**src/rtl/core/iss_pkg.sv**
```systemverilog
`default_nettype none

package iss_pkg;

    localparam int CAPACITY = 32;
    localparam int KEY_BITS = 32;

    typedef logic signed [KEY_BITS-1:0] key_t;

    typedef struct packed {
        key_t key;
        logic valid;
        logic greater;
    } link_t;

endpackage

`default_nettype wire

```
**src/rtl/core/insertion_sorter.sv**
```systemverilog
`default_nettype none

// Stable insertion sorter for signed Q16.16 keys, built as a chain of CAPACITY
// cells that each hold one key. While loading, one key enters per cycle: every
// cell compares it to its own key at once and the larger entries move up one
// place, so a beat of in_valid is taken every cycle with no gaps. Equal keys
// keep their arrival order. Keys that arrive with the chain full are dropped
// and raise overflowed for the run. A beat with is_final set is inserted, then
// the chain drains from its bottom cell, one key per cycle while out_stall is
// low, ascending, with end_of_run on the last key. in_stall stays high for the
// whole drain, and the chain is empty again once the last key has been taken.
module insertion_sorter
    import iss_pkg::*;
(
    input  wire logic  clk,
    input  wire logic  rst_n,
    input  wire logic  in_valid,
    output logic       in_stall,
    input  wire key_t  key,
    input  wire logic  is_final,
    output logic       out_valid,
    input  wire logic  out_stall,
    output key_t       sorted_key,
    output logic       end_of_run,
    output logic       overflowed
);

    link_t cell_link [CAPACITY];
    link_t prev_link [CAPACITY];
    link_t next_link [CAPACITY];

    logic drain_reg;
    logic drain_next;
    logic dropped_reg;
    logic dropped_next;
    logic in_accept;
    logic out_accept;
    logic full;
    logic ins_en;

    assign full       = cell_link[CAPACITY-1].valid;
    assign in_stall   = drain_reg;
    assign in_accept  = in_valid && !drain_reg;
    assign ins_en     = in_accept && !full;
    assign out_valid  = drain_reg && cell_link[0].valid;
    assign out_accept = out_valid && !out_stall;

    assign sorted_key = cell_link[0].key;
    assign end_of_run = !cell_link[1].valid;
    assign overflowed = dropped_reg;

    genvar gi;
    generate
        for (gi = 0; gi < CAPACITY; gi++)
        begin : g_cell
            if (gi == 0)
            begin : g_first
                assign prev_link[gi] = '{key: '0, valid: 1'b1, greater: 1'b0};
            end
            else
            begin : g_mid
                assign prev_link[gi] = cell_link[gi-1];
            end

            if (gi == CAPACITY - 1)
            begin : g_last
                assign next_link[gi] = '{key: '0, valid: 1'b0, greater: 1'b0};
            end
            else
            begin : g_inner
                assign next_link[gi] = cell_link[gi+1];
            end

            iss_cell u_cell (
                .clk       (clk),
                .rst_n     (rst_n),
                .new_key   (key),
                .ins_en    (ins_en),
                .shift_en  (out_accept),
                .prev_link (prev_link[gi]),
                .next_link (next_link[gi]),
                .self_link (cell_link[gi])
            );
        end
    endgenerate

    always_comb
    begin
        drain_next   = drain_reg;
        dropped_next = dropped_reg;
        if (in_accept)
        begin
            if (full)
            begin
                dropped_next = 1'b1;
            end
            if (is_final)
            begin
                drain_next = 1'b1;
            end
        end
        if (out_accept && end_of_run)
        begin
            drain_next   = 1'b0;
            dropped_next = 1'b0;
        end
    end

    always_ff @(posedge clk or negedge rst_n)
    begin
        if (!rst_n)
        begin
            drain_reg   <= 1'b0;
            dropped_reg <= 1'b0;
        end
        else
        begin
            drain_reg   <= drain_next;
            dropped_reg <= dropped_next;
        end
    end

endmodule

`default_nettype wire

```
**src/rtl/core/iss_cell.sv**
```systemverilog
`default_nettype none

module iss_cell
    import iss_pkg::*;
(
    input  wire logic  clk,
    input  wire logic  rst_n,
    input  wire key_t  new_key,
    input  wire logic  ins_en,
    input  wire logic  shift_en,
    input  wire link_t prev_link,
    input  wire link_t next_link,
    output link_t      self_link
);

    key_t key_reg;
    key_t key_next;
    logic valid_reg;
    logic valid_next;
    logic greater;
    logic take;

    assign greater = valid_reg && ($signed(key_reg) > $signed(new_key));
    assign take    = greater || (!valid_reg && prev_link.valid);

    always_comb
    begin
        key_next   = key_reg;
        valid_next = valid_reg;
        if (shift_en)
        begin
            key_next   = next_link.key;
            valid_next = next_link.valid;
        end
        else if (ins_en && take)
        begin
            key_next   = prev_link.greater ? prev_link.key : new_key;
            valid_next = 1'b1;
        end
    end

    always_ff @(posedge clk or negedge rst_n)
    begin
        if (!rst_n)
        begin
            valid_reg <= 1'b0;
        end
        else
        begin
            valid_reg <= valid_next;
        end
    end

    always_ff @(posedge clk)
    begin
        key_reg <= key_next;
    end

    assign self_link.key     = key_reg;
    assign self_link.valid   = valid_reg;
    assign self_link.greater = greater;

endmodule

`default_nettype wire
```
**config.mk**
```make
export PLATFORM = sky130hd
export DESIGN_NAME = insertion_sorter
export DESIGN_NICKNAME = d
export VERILOG_FILES = /design/src/rtl/core/iss_pkg.sv /design/src/rtl/core/insertion_sorter.sv /design/src/rtl/core/iss_cell.sv
export SDC_FILE = /design/constraint.sdc
export NUM_CORES = 2
export LEC_CHECK = 0
export ABC_AREA = 1
export BUFFER_PORTS_ARGS = -buffer_cell sky130_fd_sc_hd__buf_4
export CELL_PAD_IN_SITES_DETAIL_PLACEMENT = 0
export CELL_PAD_IN_SITES_GLOBAL_PLACEMENT = 1
export CORE_UTILIZATION = 54
export DETAILED_ROUTE_END_ITERATION = 8
export PLACE_DENSITY = 0.88
export RECOVER_POWER = 25
export SYNTH_ARGS = -nofsm -noshare
export SYNTH_HDL_FRONTEND = slang
export SYNTH_SLANG_ARGS = --single-unit
```
**constraint.sdc**
```tcl
create_clock -name clk -period 6.4 [get_ports clk]
set_clock_uncertainty 0.2 [all_clocks]
set_input_delay 1.28 -clock clk [delete_from_list [all_inputs] [get_ports clk]]
set_output_delay 1.28 -clock clk [all_outputs]
set_load 0.02 [all_outputs]
```
==> results.py <==
metrics = {
    "final_layout": {
        "largest_register_ffs": 1024,
        "layout-drive-gt1-share_pct": 5.77,
        "final_design_area_no_fill_mm2": 0.0831,
        "areaGrowthSynthToFinish_pct": 7.15,
        "fin_nets": 10300,
    },
    "setup_path": {
        "worstReg2RegStart": "in_stall",
        "crit_required_ns": 6.63,
        "cp-startpoint": "out_stall",
        "crit_path_end_kind": "flip-flop",
        "worstRegToRegCells": 6,
        "cp-endpoint": "g_cell[15].u_cell.key_reg[0]",
        "r2r-end": "g_cell[15].u_cell.key_reg[0]",
        "cp_max_fo": 30,
        "startpoint_type": "input port",
        "rrSetupSlack_ns": 1.08,
        "arrival_ns": 5.70,
        "critPathKind": "in2reg",
    },
    "timing": {
        "fin_ws_ns": 0.930,
        "period_needed_ns": 5.47,
        "period_share_pct": 85.5,
        "finalSetupTns_ns": 0,
        "rsz0062_at_grt": "false",
        "worst_pin_slew_ns": 3.44,
        "hold_viol_final": 0,
        "slew_headroom_pct": -129,
        "setup_viol": 0,
        "max_freq_ghz": 0.183,
        "slew_violations": 229,
    },
    "worst_hold_path": {
        "hold_path_class": "reg2reg",
    },
    "die": {
        "initial_core_util_pct": 54.6,
        "die_x_um": 381,
        "die-height_um": 381,
        "die_area_mm2": 0.145,
        "ioPinCount": 73,
        "core_mm2": 0.142,
        "row_count": 138,
    },
    "placement": {
        "place_area_mm2": 0.0791,
        "io_buffers": 72,
        "pre_cts_slack_ns": 1.22,
        "gp_congestion": 0.903,
        "post-dp-hpwl_mm": 169,
    },
    "drt": {
        "dr.pass1.iters": 6,
        "drtIter0Drc": 7054,
        "drc": 0,
        "routed_via_density": 5.87,
        "num_vias": 66300,
        "wl_mm": 230,
        "drt-wirelength-per-cell_um": 20.4,
        "ant_nets": 0,
    },
    "clocking": {
        "hold_buffers": 0,
        "cts_root_buffer": "clkbuf_16",
        "cts.sinks": 1058,
        "post_cts_buffers": 0,
        "cts_tree": "done",
        "clk_latency_ns": 0.77,
        "cts.clk_slew.worst_paths_ns": 0.06,
        "post_cts_resize_count": 0,
        "cts-buffers-inserted": 131,
        "cts_max_level": 4,
        "clock_path_buffers": 3,
    },
    "global_route": {
        "gr-max-usage-layer": "met2",
        "grt_max_degree": 262,
        "grtUsageTotal_pct": 31.2,
        "first_global_vias": 62400,
        "met2_usage_pct": 47.7,
        "globalRouteMet3Util_pct": 4.44,
        "grt_pass1_wl_mm": 359,
        "overflow": 0,
        "use_met1_pct": 45.6,
        "antenna_found_initial": 1,
    },
    "power": {
        "p_leak_nw": 34.6,
        "power_density_mw_per_mm2": 507,
        "peakVddDrop_v": 0.000323,
    },
    "logic_synthesis": {
        "synthCells": 9481,
        "syn_area_mm2": 0.0776,
        "yosysWarningCount": 0,
        "synth_seq_cells": 1058,
        "synth_cell_types": 42,
        "syn_nets": 10500,
        "seq_area_frac_synth_pct": 40.3,
        "avgSynthCellArea_um2": 8.18,
    },
    "job": {
        "maxCapViolCount": 5,
    },
    "status": {
        "status": "finished with violations",
        "violations": "capacitance limit, slew limit",
    },
}
-- how the worst min path moves through the flow --
stage / from / end / slack (ns) / cells after the start
floorplan: g_cell[31].u_cell.key_reg[0] / g_cell[31].u_cell.key_reg[0] / 0.25 / 2
global placement: g_cell[31].u_cell.key_reg[5] / g_cell[31].u_cell.key_reg[5] / 0.25 / 2
detailed placement: g_cell[31].u_cell.key_reg[28] / g_cell[31].u_cell.key_reg[28] / 0.26 / 2
CTS: g_cell[31].u_cell.key_reg[28] / g_cell[31].u_cell.key_reg[28] / 0.27 / 2
global route: g_cell[31].u_cell.key_reg[28] / g_cell[31].u_cell.key_reg[28] / 0.28 / 2
finish: g_cell[31].u_cell.key_reg[30] / g_cell[31].u_cell.key_reg[30] / 0.27 / 2
-- final cells by class --
type	count	area [um2]
Clock inverter	46	442
Timing Repair Buffer	287	2500
Antenna cell	2	5.00
Inverter	352	1330
Fill cell	12700	59000
Tap cell	1890	2360
Multi-Input combinational cell	7473	41400
Sequential cell	1058	31300
Clock buffer	189	3810
-- report_power, final --
group	leakage, nW	switching, W	internal, W
Combinational	22.6	0.0126	0.00625
Sequential	9.92	0.00314	0.0127
Clock	2.08	0.00304	0.00444
Total	34.6	0.0188	0.0233
-- layout by cell type (no fill, tap or decap), types with 74 or more instances in the layout --
| cell type | n |
|---|---|
| nand3_1 | 145 |
| inv_1 | 321 |
| nand4_1 | 127 |
| o21ai_0 | 1124 |
| o21a_1 | 74 |
| o21ai_1 | 889 |
| a21oi_1 | 563 |
| ha_1 | 992 |
| edfxtp_1 | 992 |
| nor2_1 | 206 |
| nand2_1 | 3210 |
| buf_4 | 193 |
| clkbuf_1 | 79 |
| clkbuf_16 | 140 |
-- metal layers --
metal / wire length (um) / up-vias
li1: - / 32700
met1: 105000 / 30600
met2: 100000 / 2598
met3: 19000 / 369
met4: 6240 / 0
met5: 0 / -
-- logic make-up (layout without fill, tap and decap cells) --
| logic type | count (synthesis) | in the layout | synth area share [%] |
|---|---|---|---|
| adders and majority gates | 992 | 992 | 16.0 |
| DFF | 1058 | 1058 | 40.3 |
| buffers and inverters | 950 | 874 | 6.25 |
| other | 0 | 2 | 0 |
| and+or+nand+nor | 3824 | 3824 | 20.0 |
| AOI/OAI and AO/OA | 2657 | 2657 | 17.4 |
-- worst max-delay path, cell delays in order --
cell and delay (ns):
clkbuf_4 0.11, nor2_1 1.51, inv_4 0.56, clkbuf_1 0.89, nand2_1 0.81, buf_4 0.44
-- synthesized netlist by cell type --
library cell	count	area (um2)
dfrtp_1	34	851
o21ai_1	1111	5560
o21ai_0	902	4510
buf_4	70	526
nor4_2	2	25.0
clkbuf_2	9	45.0
nand3_4	1	17.5
edfxtp_1	992	29800
clkbuf_1	199	747
ha_1	992	12400
and3_1	12	75.1
a31oi_1	1	6.26
a21o_1	1	7.51
nor2_2	14	87.6
o21bai_1	1	7.51
nor3b_2	5	62.6
buf_6	114	1280
o21a_1	74	556
nor4_4	7	149
inv_1	351	1320
nand4_1	127	795
nand3_1	135	676
nor4_1	4	25.0
nor2_4	1	11.3
dfxtp_1	32	641
buf_1	85	319
o211ai_1	1	7.51
nand3b_1	1	7.51
nand3_2	30	300
nand2_2	9	56.3
buf_2	121	606
a21oi_1	563	2820
nor3b_1	11	82.6
o21ai_2	1	8.76
a21boi_2	1	11.3
nor3_1	30	150
nor3_2	18	180
nand2_1	3209	12000
nand4_2	1	12.5
inv_2	1	3.75
nor2_1	207	777
a21oi_2	1	8.76
-- stage by stage --
step                std cells  util [%]  hold WS [ns]  total power, W
finish                  11300      58.5         0.265          0.0422
floorplan                9481         -         0.245          0.0297
global route            11300      58.5         0.276          0.0456
detailed placement      11100      55.7         0.257          0.0347
global placement        11100      55.7         0.252          0.0340
CTS                     11300      58.7         0.265          0.0423
Note: power is estimated with default switching activity, not from simulation.
